### src/lrucd_pkg.sv
package lrucd_pkg;

  localparam int unsigned ObjBits = 23;
  localparam int unsigned GenBits = 16;
  localparam int unsigned KeyBits = ObjBits + GenBits;
  localparam int unsigned OccBits = 5;
  localparam int unsigned CapBits = 5;

  localparam logic [CapBits-1:0] CapReset = 5'd16;

  typedef enum logic {
    OpAccess = 1'b0,
    OpClear  = 1'b1
  } op_e;

  typedef struct packed {
    logic               hit;
    logic               ev_valid;
    logic [ObjBits-1:0] ev_obj;
    logic [GenBits-1:0] ev_gen;
    logic [OccBits-1:0] occ;
    logic               last;
  } result_t;

endpackage

### src/lru_reference_cache_directory_unit.sv
// a taken transaction sits in the input register; its results are registered in the output one
// throughput, output ready: one transaction per cycle; hits, clears, misses with <=1 eviction
// a miss evicting k keys holds the input register for k results, one oldest-entry eviction each
// reset (async, active low): directory emptied, occupancy zero, capacity 16
// key storage is not cleared and needs no clearing pass
module lru_reference_cache_directory_unit #(
  parameter int unsigned SLOTS = 16
) (
  input  logic        clk_i,
  input  logic        rst_ni,
  input  logic        s_axis_tvalid,
  output logic        s_axis_tready,
  input  logic [39:0] s_axis_tdata,   // object_number[22:0], generation[38:23], zero pad
  input  logic [0:0]  s_axis_tuser,   // opcode
  output logic        m_axis_tvalid,
  input  logic        m_axis_tready,
  output logic [47:0] m_axis_tdata,   // evicted_object, evicted_generation, occupancy, pad
  output logic [1:0]  m_axis_tuser,   // hit, evicted_valid
  output logic        m_axis_tlast,
  input  logic        cfg_we_i,
  input  logic [4:0]  cfg_wdata_i
);
  import lrucd_pkg::*;

  logic               in_valid_q;
  op_e                in_op_q;
  logic [KeyBits-1:0] in_key_q;
  logic               out_valid_q;
  result_t            out_res_q;
  logic [CapBits-1:0] cap_q;

  result_t res;
  logic    step;
  logic    consume;
  logic    in_take;

  assign step          = in_valid_q && (!out_valid_q || m_axis_tready);
  // item leaves the input register once its final result is produced
  assign consume       = step && res.last;
  assign s_axis_tready = !in_valid_q || consume;
  assign in_take       = s_axis_tvalid && s_axis_tready;

  lrucd_dir #(
    .Slots(SLOTS)
  ) u_dir (
    .clk_i (clk_i),
    .rst_ni(rst_ni),
    .step_i(step),
    .op_i  (in_op_q),
    .key_i (in_key_q),
    .cap_i (cap_q),
    .res_o (res)
  );

  always_ff @(posedge clk_i or negedge rst_ni) begin
    if (!rst_ni) begin
      in_valid_q  <= 1'b0;
      out_valid_q <= 1'b0;
      cap_q       <= CapReset;
    end else begin
      if (in_take) begin
        in_valid_q <= 1'b1;
      end else if (consume) begin
        in_valid_q <= 1'b0;
      end
      if (step) begin
        out_valid_q <= 1'b1;
      end else if (m_axis_tready) begin
        out_valid_q <= 1'b0;
      end
      if (cfg_we_i) begin
        cap_q <= cfg_wdata_i;
      end
    end
  end

  always_ff @(posedge clk_i) begin
    if (in_take) begin
      in_op_q  <= op_e'(s_axis_tuser[0]);
      in_key_q <= s_axis_tdata[KeyBits-1:0];
    end
    if (step) begin
      out_res_q <= res;
    end
  end

  assign m_axis_tvalid = out_valid_q;
  assign m_axis_tdata  = {4'b0, out_res_q.occ, out_res_q.ev_gen, out_res_q.ev_obj};
  assign m_axis_tuser  = {out_res_q.ev_valid, out_res_q.hit};
  assign m_axis_tlast  = out_res_q.last;

`ifndef ASSERT_OFF
  a_hit_single : assert property (@(posedge clk_i) disable iff (!rst_ni)
    m_axis_tvalid && m_axis_tuser[0] |-> m_axis_tlast && !m_axis_tuser[1])
    else $error("hit result must be a single non-eviction transaction");

  a_plain_last : assert property (@(posedge clk_i) disable iff (!rst_ni)
    m_axis_tvalid && !m_axis_tuser[1] |-> m_axis_tlast)
    else $error("result without eviction must be final");

  a_stall_busy : assert property (@(posedge clk_i) disable iff (!rst_ni)
    !s_axis_tready |-> in_valid_q && !consume)
    else $error("input stalled without a pending item");

  a_evict_holds : assert property (@(posedge clk_i) disable iff (!rst_ni)
    step && !res.last |=> in_valid_q)
    else $error("item dropped before its final eviction");
`endif

endmodule

### src/lrucd_dir.sv
module lrucd_dir #(
  parameter int unsigned Slots = 16
) (
  input  logic                          clk_i,
  input  logic                          rst_ni,
  input  logic                          step_i,
  input  lrucd_pkg::op_e                op_i,
  input  logic [lrucd_pkg::KeyBits-1:0] key_i,
  input  logic [lrucd_pkg::CapBits-1:0] cap_i,
  output lrucd_pkg::result_t            res_o
);
  import lrucd_pkg::*;

  localparam int unsigned RW = (Slots > 1) ? $clog2(Slots) : 1;
  localparam int unsigned CW = $clog2(Slots + 1);
  localparam int unsigned EW = (CW > CapBits) ? CW : CapBits;
  localparam int unsigned OW = CW + OccBits;

  logic [KeyBits-1:0] key_q [Slots];
  logic [Slots-1:0]   valid_q, valid_d;
  logic [RW-1:0]      rank_q [Slots];
  logic [RW-1:0]      rank_d [Slots];
  logic [CW-1:0]      held_q, held_d;

  logic [Slots-1:0]   match;
  logic [Slots-1:0]   oldest;
  logic [Slots-1:0]   evict_sel;
  logic [Slots-1:0]   valid_after;
  logic [Slots-1:0]   free_vec;
  logic [Slots-1:0]   ins_sel;
  logic               hit;
  logic [RW-1:0]      hit_rank;
  logic [KeyBits-1:0] ev_key;
  logic [EW-1:0]      cap_ext;
  logic [EW-1:0]      eff;
  logic [EW-1:0]      held_ext;
  logic               need_evict;
  logic               last_evict;
  logic               insert;
  logic [CW-1:0]      held_after;
  logic [OW-1:0]      occ_wide;

  // parallel tag compare, oldest-entry detection, eviction and insert-slot selection
  always_comb begin
    hit_rank = '0;
    ev_key   = '0;
    for (int i = 0; i < Slots; i++) begin
      match[i]  = valid_q[i] && (key_q[i] == key_i);
      oldest[i] = valid_q[i] && (CW'(rank_q[i]) == held_q - CW'(1));
    end
    hit = |match;
    cap_ext = EW'(cap_i);
    eff = (cap_ext > EW'(Slots)) ? EW'(Slots) : cap_ext;
    if (eff == '0) begin
      eff = EW'(1);
    end
    held_ext   = EW'(held_q);
    need_evict = held_ext >= eff;
    last_evict = held_ext == eff;
    insert     = !need_evict || last_evict;
    evict_sel  = need_evict ? oldest : '0;
    for (int i = 0; i < Slots; i++) begin
      if (match[i]) begin
        hit_rank = hit_rank | rank_q[i];
      end
      if (evict_sel[i]) begin
        ev_key = ev_key | key_q[i];
      end
    end
    valid_after = valid_q & ~evict_sel;
    free_vec    = ~valid_after;
    // lowest free entry, one-hot
    ins_sel     = free_vec & (~free_vec + Slots'(1));
    held_after  = held_q - CW'(need_evict);
  end

  always_comb begin
    valid_d = valid_q;
    held_d  = held_q;
    for (int i = 0; i < Slots; i++) begin
      rank_d[i] = rank_q[i];
    end
    if (step_i) begin
      if (op_i == OpClear) begin
        valid_d = '0;
        held_d  = '0;
        for (int i = 0; i < Slots; i++) begin
          rank_d[i] = '0;
        end
      end else if (hit) begin
        for (int i = 0; i < Slots; i++) begin
          if (match[i]) begin
            rank_d[i] = '0;
          end else if (valid_q[i] && (rank_q[i] < hit_rank)) begin
            rank_d[i] = rank_q[i] + RW'(1);
          end
        end
      end else begin
        valid_d = valid_after;
        held_d  = held_after;
        if (insert) begin
          valid_d = valid_after | ins_sel;
          held_d  = held_after + CW'(1);
          for (int i = 0; i < Slots; i++) begin
            if (ins_sel[i]) begin
              rank_d[i] = '0;
            end else if (valid_after[i]) begin
              rank_d[i] = rank_q[i] + RW'(1);
            end
          end
        end
      end
    end
  end

  always_comb begin
    res_o    = '0;
    occ_wide = '0;
    if (op_i == OpClear) begin
      res_o.last = 1'b1;
    end else if (hit) begin
      occ_wide   = OW'(held_q);
      res_o.hit  = 1'b1;
      res_o.last = 1'b1;
    end else if (need_evict) begin
      // count includes the key that is about to go in
      occ_wide       = OW'(held_q);
      res_o.ev_valid = 1'b1;
      res_o.ev_obj   = ev_key[ObjBits-1:0];
      res_o.ev_gen   = ev_key[KeyBits-1:ObjBits];
      res_o.last     = last_evict;
    end else begin
      occ_wide   = OW'(held_q) + OW'(1);
      res_o.last = 1'b1;
    end
    res_o.occ = occ_wide[OccBits-1:0];
  end

  always_ff @(posedge clk_i or negedge rst_ni) begin
    if (!rst_ni) begin
      valid_q <= '0;
      held_q  <= '0;
      for (int i = 0; i < Slots; i++) begin
        rank_q[i] <= '0;
      end
    end else begin
      valid_q <= valid_d;
      held_q  <= held_d;
      for (int i = 0; i < Slots; i++) begin
        rank_q[i] <= rank_d[i];
      end
    end
  end

  always_ff @(posedge clk_i) begin
    if (step_i && (op_i == OpAccess) && !hit && insert) begin
      for (int i = 0; i < Slots; i++) begin
        if (ins_sel[i]) begin
          key_q[i] <= key_i;
        end
      end
    end
  end

endmodule

### config.mk
export PLATFORM = sky130hd
export DESIGN_NAME = lru_reference_cache_directory_unit
export DESIGN_NICKNAME = d
export VERILOG_FILES = /design/src/lrucd_pkg.sv /design/src/lru_reference_cache_directory_unit.sv /design/src/lrucd_dir.sv
export SDC_FILE = /design/constraint.sdc
export NUM_CORES = 2
export LEC_CHECK = 0
export BUFFER_PORTS_ARGS = -buffer_cell sky130_fd_sc_hd__buf_2
export CORE_ASPECT_RATIO = 0.5
export CORE_MARGIN = 1
export CORE_UTILIZATION = 36
export CTS_BUF_LIST = sky130_fd_sc_hd__clkbuf_4 sky130_fd_sc_hd__clkbuf_8
export DETAILED_ROUTE_END_ITERATION = 16
export GPL_TIMING_DRIVEN = 1
export REMOVE_ABC_BUFFERS = 1
export SLEW_MARGIN = 20
export SYNTH_ARGS = -nofsm -noshare
export SYNTH_HDL_FRONTEND = slang
export SYNTH_SLANG_ARGS = --single-unit
### constraint.sdc
create_clock -name clk_i -period 17.6 [get_ports clk_i]
set_clock_uncertainty 0.2 [all_clocks]
set_input_delay 0.88 -clock clk_i [delete_from_list [all_inputs] [get_ports clk_i]]
set_output_delay 0.88 -clock clk_i [all_outputs]
set_load 0.03 [all_outputs]
# Yosys cells after proc, flatten, opt, wreduce, memory -nomap -nowiden
# Memories as Yosys holds them, arrays and structs flattened.
# Index checks and enable logic that the tools add are counted.
# Widths: inputs -> output; s select.
[op_classes]
bitwise = 38
n_reduce_logical = 116
eq_ne = 50
add_sub_neg = 21
muxes = 212
n_lt_le_gt_ge = 18
[op_table]
columns = ["op", "n"]
rows = [
  ["$mux 39", 31],
  ["$eq 39x39->1", 16],
  ["$or 39x39->39", 15],
  ["$reduce_or 39->1", 15],
  ["$mux 4", 95],
  ["$mux 64", 3],
  ["$eq 4x5->1", 16],
  ["$mux 1", 71],
  ["$add 4x1->4 const B", 16],
  ["$lt 4x4->1", 16],
  ["$mux 16", 4],
  ["$ne 4x3->1 const B", 16],
  ["$reduce_and 4->1", 16],
  ["$reduce_bool 4->1", 16],
  ["$or 4x4->4", 15],
  ["$logic_and 1x1->1", 54],
  ["$not 16->16", 3],
  ["$mux 40", 1],
  ["$mux 5", 7],
  ["$and 16x16->16", 2],
  ["$reduce_or 18->1", 1],
  ["$reduce_or 17->1", 1],
  ["$add 16x1->16 const B", 1],
  ["$or 16x16->16", 1],
  ["other kinds (15)", 23],
]
[totals]
out_inout_bits = 53
ram_bits = 624
n_memories = 1
elab_cells = 485
reg_bits = 179
[memory_table]
columns = ["memory", "words", "width", "rd", "rd_clocked_by_memory_dff", "write_ports", "line_no", "text"]
rows = [
  ["u_dir.key_q", 16, 39, 16, 0, 1, "lrucd_dir.sv:19", "logic [KeyBits-1:0] key_q [Slots];"],
]

# Depth between registers and ports, before layout
# An unclocked memory read counts as a cell.
[logic_depth]
depth_word = 40
mapped_depth = 20
mapped_depth_nobuf = 19

# By module
# From an unflattened synthesis, not the netlist that was laid out.
[unflattened]
hier_cells = 3214
hier_area_um2 = 41349.7
[by_module_without_submodules]
columns = ["module", "n_inst", "cells_per_inst", "seq_area_each_um2", "area_each_um2"]
rows = [
  ["lrucd_dir", 1, 3099, 20865.0, 38413.1],
  ["lru_reference_cache_directory_unit", 1, 115, 2788.9, 2936.6],
]

# Worst setup path before layout
# OpenSTA, ideal clock, no wires.
[synth_timing]
path_type = "register to register"
startpoint = "reg u_dir.held_q[0], in the netlist u_dir.held_ext[0]"
endpoint = "mem u_dir.key_q[1][100] (netlist name), enable pin"
synth_period_minus_slack_ns = 6.584
path_slack_ns = 11.016
t_arrival_ns = 5.900
stages_incl_launch_ff = 15
cell_sequence = "dfrtp_1 clkbuf_1 buf_2 buf_2 inv_1 ha_1 xnor2_2 buf_2 xor2_1 and4_1 o31ai_1 and4_1 buf_2 nand2_1 nor3_1"
[synth_between]
elab_chain_len = 29
word_cells_on_any_way = 138
classes_between = "add/sub (2); order compare (1); eq/ne (17); mux (79); bitwise (5); reduce/logical (34)"
[synth_lines]
columns = ["item", "line_no", "text"]
rows = [
  ["start: declaration", "lrucd_dir.sv:23", "logic [CW-1:0] held_q, held_d;"],
  ["start signal: assignment", "lrucd_dir.sv:148", "held_q <= held_d;"],
  ["$sub 5x1->5", "lrucd_dir.sv:49", "oldest[i] = valid_q[i] && (CW'(rank_q[i]) == held_q - CW'(1));"],
  ["$eq 4x5->1", "lrucd_dir.sv:49", ""],
  ["$logic_and 1x1->1", "lrucd_dir.sv:49", ""],
  ["$mux 16", "lrucd_dir.sv:61", "evict_sel = need_evict ? oldest : '0;"],
  ["$not 16->16", "lrucd_dir.sv:70", "valid_after = valid_q & ~evict_sel;"],
  ["$and 16x16->16", "lrucd_dir.sv:70", ""],
  ["$not 16->16", "lrucd_dir.sv:71", "free_vec = ~valid_after;"],
  ["$not 16->16", "lrucd_dir.sv:73", "ins_sel = free_vec & (~free_vec + Slots'(1));"],
  ["$add 16x1->16", "lrucd_dir.sv:73", ""],
  ["$and 16x16->16", "lrucd_dir.sv:73", ""],
  ["$mux 1", "lrucd_dir.sv:158", "if (ins_sel[i]) begin"],
  ["$mux 1", "lrucd_dir.sv:156", "if (step_i && (op_i == OpAccess) && !hit && insert) begin"],
  ["$mux 1 (implied by the code)", "lrucd_dir.sv:159", "key_q[i] <= key_i;"],
  ["$reduce_or 39->1 (no line)", "n/a", ""],
  ["$mux 4 (no line) / $mux 1 (equally long branches) (15 in series)", "n/a", ""],
  ["end: declaration", "lrucd_dir.sv:19", ""],
]
# Several ways; a longest one is shown, not always the timed one.

==> results.py <==
metrics = {
    "outcome": {
        "outcome": "finished with violations",
        "failed_checks": "DRC",
    },
    "finish": {
        "final_cell_mix": "edfxtp_1 (711), xnor2_1 (588), nand4_1 (378), a22oi_1 (242), nor2_1 (147)",
        "layout_commonest_cell": "edfxtp_1",
        "drive_above_1_share_pct": 13.3,
        "fin_cells": 5496,
        "final_util_pct": 41.2,
        "syn2layout_area_growth_pct": 13.0,
        "multi_input_area_um2": 18400,
        "nFillCells": 11200,
        "nets": 3925,
        "seq_area_um2": 23700,
    },
    "detailed_routing": {
        "drt_wl_total_um": 221000,
        "routed_via_density": 6.62,
        "num_vias": 36400,
        "dr.pass1.iters": 14,
        "drt.antenna.violating_nets": 0,
        "routedWlPerCell_um": 40.3,
        "drtIter0Drc": 7045,
        "drc": 2,
    },
    "min_path": {
        "min-delay-start": "s_axis_tvalid",
        "hold_end": "in_valid_q",
        "hold_class": "in2reg",
        "hold_depth": 2,
    },
    "floorplanning": {
        "io_pins": 104,
        "core_area_um2": 118000,
        "chipWidth_um": 492,
        "die_y_um": 247,
        "num_rows": 89,
        "start_util_pct": 36.5,
        "die_area_um2": 122000,
    },
    "global_route": {
        "antenna_found_initial": 14,
        "grt_max_degree": 63,
        "grt_usage_pct": 35.7,
        "grt-ovfl-total": 0,
        "grt_pass1_vias": 32800,
        "grt_pass1_wl_um": 291000,
    },
    "clocking": {
        "htreeDepth": 4,
        "holdBufCountCts": 45,
        "clockRootBuffer": "clkbuf_8",
        "postCtsSetupBuffers": 0,
        "clk_pin_slew_ns": 0.06,
        "cts.path.max_buffers": 3,
        "cts_resized": 0,
        "insertion_delay_ns": 0.91,
        "cts.sinks": 803,
        "cts_tree": "built",
        "cts_made_buffers": 132,
    },
    "timing": {
        "timing.fmax_mhz": 143,
        "worst_slew_pin_slew_ns": 1.39,
        "hold_violations": 0,
        "setup_violations": 0,
        "rsz0062_at_grt": "false",
        "fin_setup_tns_ns": 0,
        "relSlewSlack_pct": 6.26,
        "slew_violations": 0,
        "period_minus_slack_ns": 6.99,
        "finalCritPeriodShare_pct": 39.7,
    },
    "run": {
        "max-cap-violations": 0,
    },
    "yosys": {
        "synth_cell_type_count": 90,
        "ys_ff_latch": 803,
        "synth_ff_type": "edfxtp_1",
        "synth-edff-count": 711,
        "netlist_instances": 3598,
        "synth.avg_cell_area_um2": 12.0,
        "yosys_warnings": 0,
        "postSynth.asyncResetShare_pct": 11.5,
        "synth_seq_area_share_pct": 54.7,
        "synth_area_um2": 43200,
    },
    "placed_design": {
        "hpwlAfterDp_um": 160000,
        "io_buffers": 98,
        "gp_congestion": 1.19,
        "place_inst": 5213,
    },
    "critical_path": {
        "rr_worst_depth": 15,
        "endpoint_kind": "output pin",
        "worstPathMaxFanout": 36,
        "crit_required_ns": 16.52,
        "reg2reg_from": "in_key_q[18]",
        "critical_path_class": "reg2out",
        "rrSetupSlack_ns": 10.65,
        "cp-start-kind": "flop",
        "critPathArrivalTime_ns": 5.91,
        "r2r_end": "u_dir.rank_q[44]",
    },
    "pwr": {
        "vdd_drop_max_mv": 0.0826,
        "pwr_density_cell_nw_per_um2": 122,
        "cellLeakagePower_nw": 15.6,
    },
}
[sequential cells by signal, indices dropped and copies added, names as in the netlist, 2 cells and up]
name	count
u_dir.key_q	624
u_dir.valid_q	16
u_dir.rank_q	64
in_key_q	39
u_dir.held_ext	5
cap_q	5
m_axis_tdata	44
m_axis_tuser	2
[power breakdown]
group | internal [mW] | leakage, nW | switching [mW]
logic | 0.528 | 6.51 | 1.24
registers | 2.26 | 7.69 | 0.182
clock network | 0.887 | 1.35 | 0.845
total | 3.68 | 15.6 | 2.27
[layer usage]
layer,track usage (%),vias to the layer above,wire length (um)
met2,47.9,3167,86400
met1,45.9,18300,83500
li1,-,14300,-
met4,18.3,26,12700
met3,18.7,582,38200
met5,0.516,-,639
[worst max-delay path: stages (launching register included)]
cell,delay (ns)
edfxtp_1,0.35
buf_4,0.28
xnor2_1,0.92
nand4_1,0.41
nor4_2,1.16
and3_1,0.60
or4_4,0.24
nor4_4,0.04
buf_4,0.23
nand3_1,0.19
nand2_1,0.14
nand2_1,0.19
buf_2,0.22
[logic make-up after synthesis]
logic type               share of synthesized area, %
AND/OR/NAND/NOR                                  15.0
flip-flops                                       54.7
XOR/XNOR                                         13.5
AO/OA/AOI/OAI                                    10.6
buffers and inverters                            3.64
adder cells (fa/ha/maj)                          2.14
multiplexers                                    0.399
other                                         0.00867
[worst max path at each step]
stage                           start             endpoint  slack (ns)  cells after the start
floorplan           u_dir.held_ext[0]  u_dir.key_q[1][117]        8.65                      7
global placement         in_key_q[26]     u_dir.rank_q[44]       11.36                     14
detailed placement       in_key_q[26]     u_dir.rank_q[44]       11.21                     14
CTS                      in_key_q[26]        s_axis_tready       10.96                     12
global route             in_key_q[24]        s_axis_tready       10.72                     12
finish                   in_key_q[24]        s_axis_tready       10.61                     12
[through the flow]
step	power, mW	instance area, um^2	hold WS, ns	worst slack, ns
after floorplan	3.39	42000	0.257	8.65
after global placement	4.12	45700	0.271	11.36
after detailed placement	4.15	45700	0.308	11.21
after CTS	5.86	48700	0.00148	10.96
after global routing	6.08	48800	0.0455	10.72
final	5.94	48800	0.0443	10.61
[Yosys cell counts (87+ instances only)]
cell type | instances | area (um^2)
nand2b_1 | 131 | 820
a22oi_1 | 242 | 1820
clkbuf_1 | 93 | 349
nand4_1 | 378 | 2360
xnor2_1 | 597 | 5230
nand3_1 | 116 | 581
nor2_1 | 158 | 593
edfxtp_1 | 711 | 21400
o21ai_0 | 98 | 490
nand2_1 | 113 | 424
dfrtp_1 | 91 | 2280
nor4_1 | 87 | 544
[area by class of cell]
class	count	area share, %
repair buffers	264	3.79
flip-flops and latches	803	48.4
clock buffers	166	4.29
clock inverters	61	1.00
well taps	1592	4.08
diodes	11	0.0564
multi-input cells	2522	37.7
inverters	77	0.594
Power figures use the tool's default switching activity.
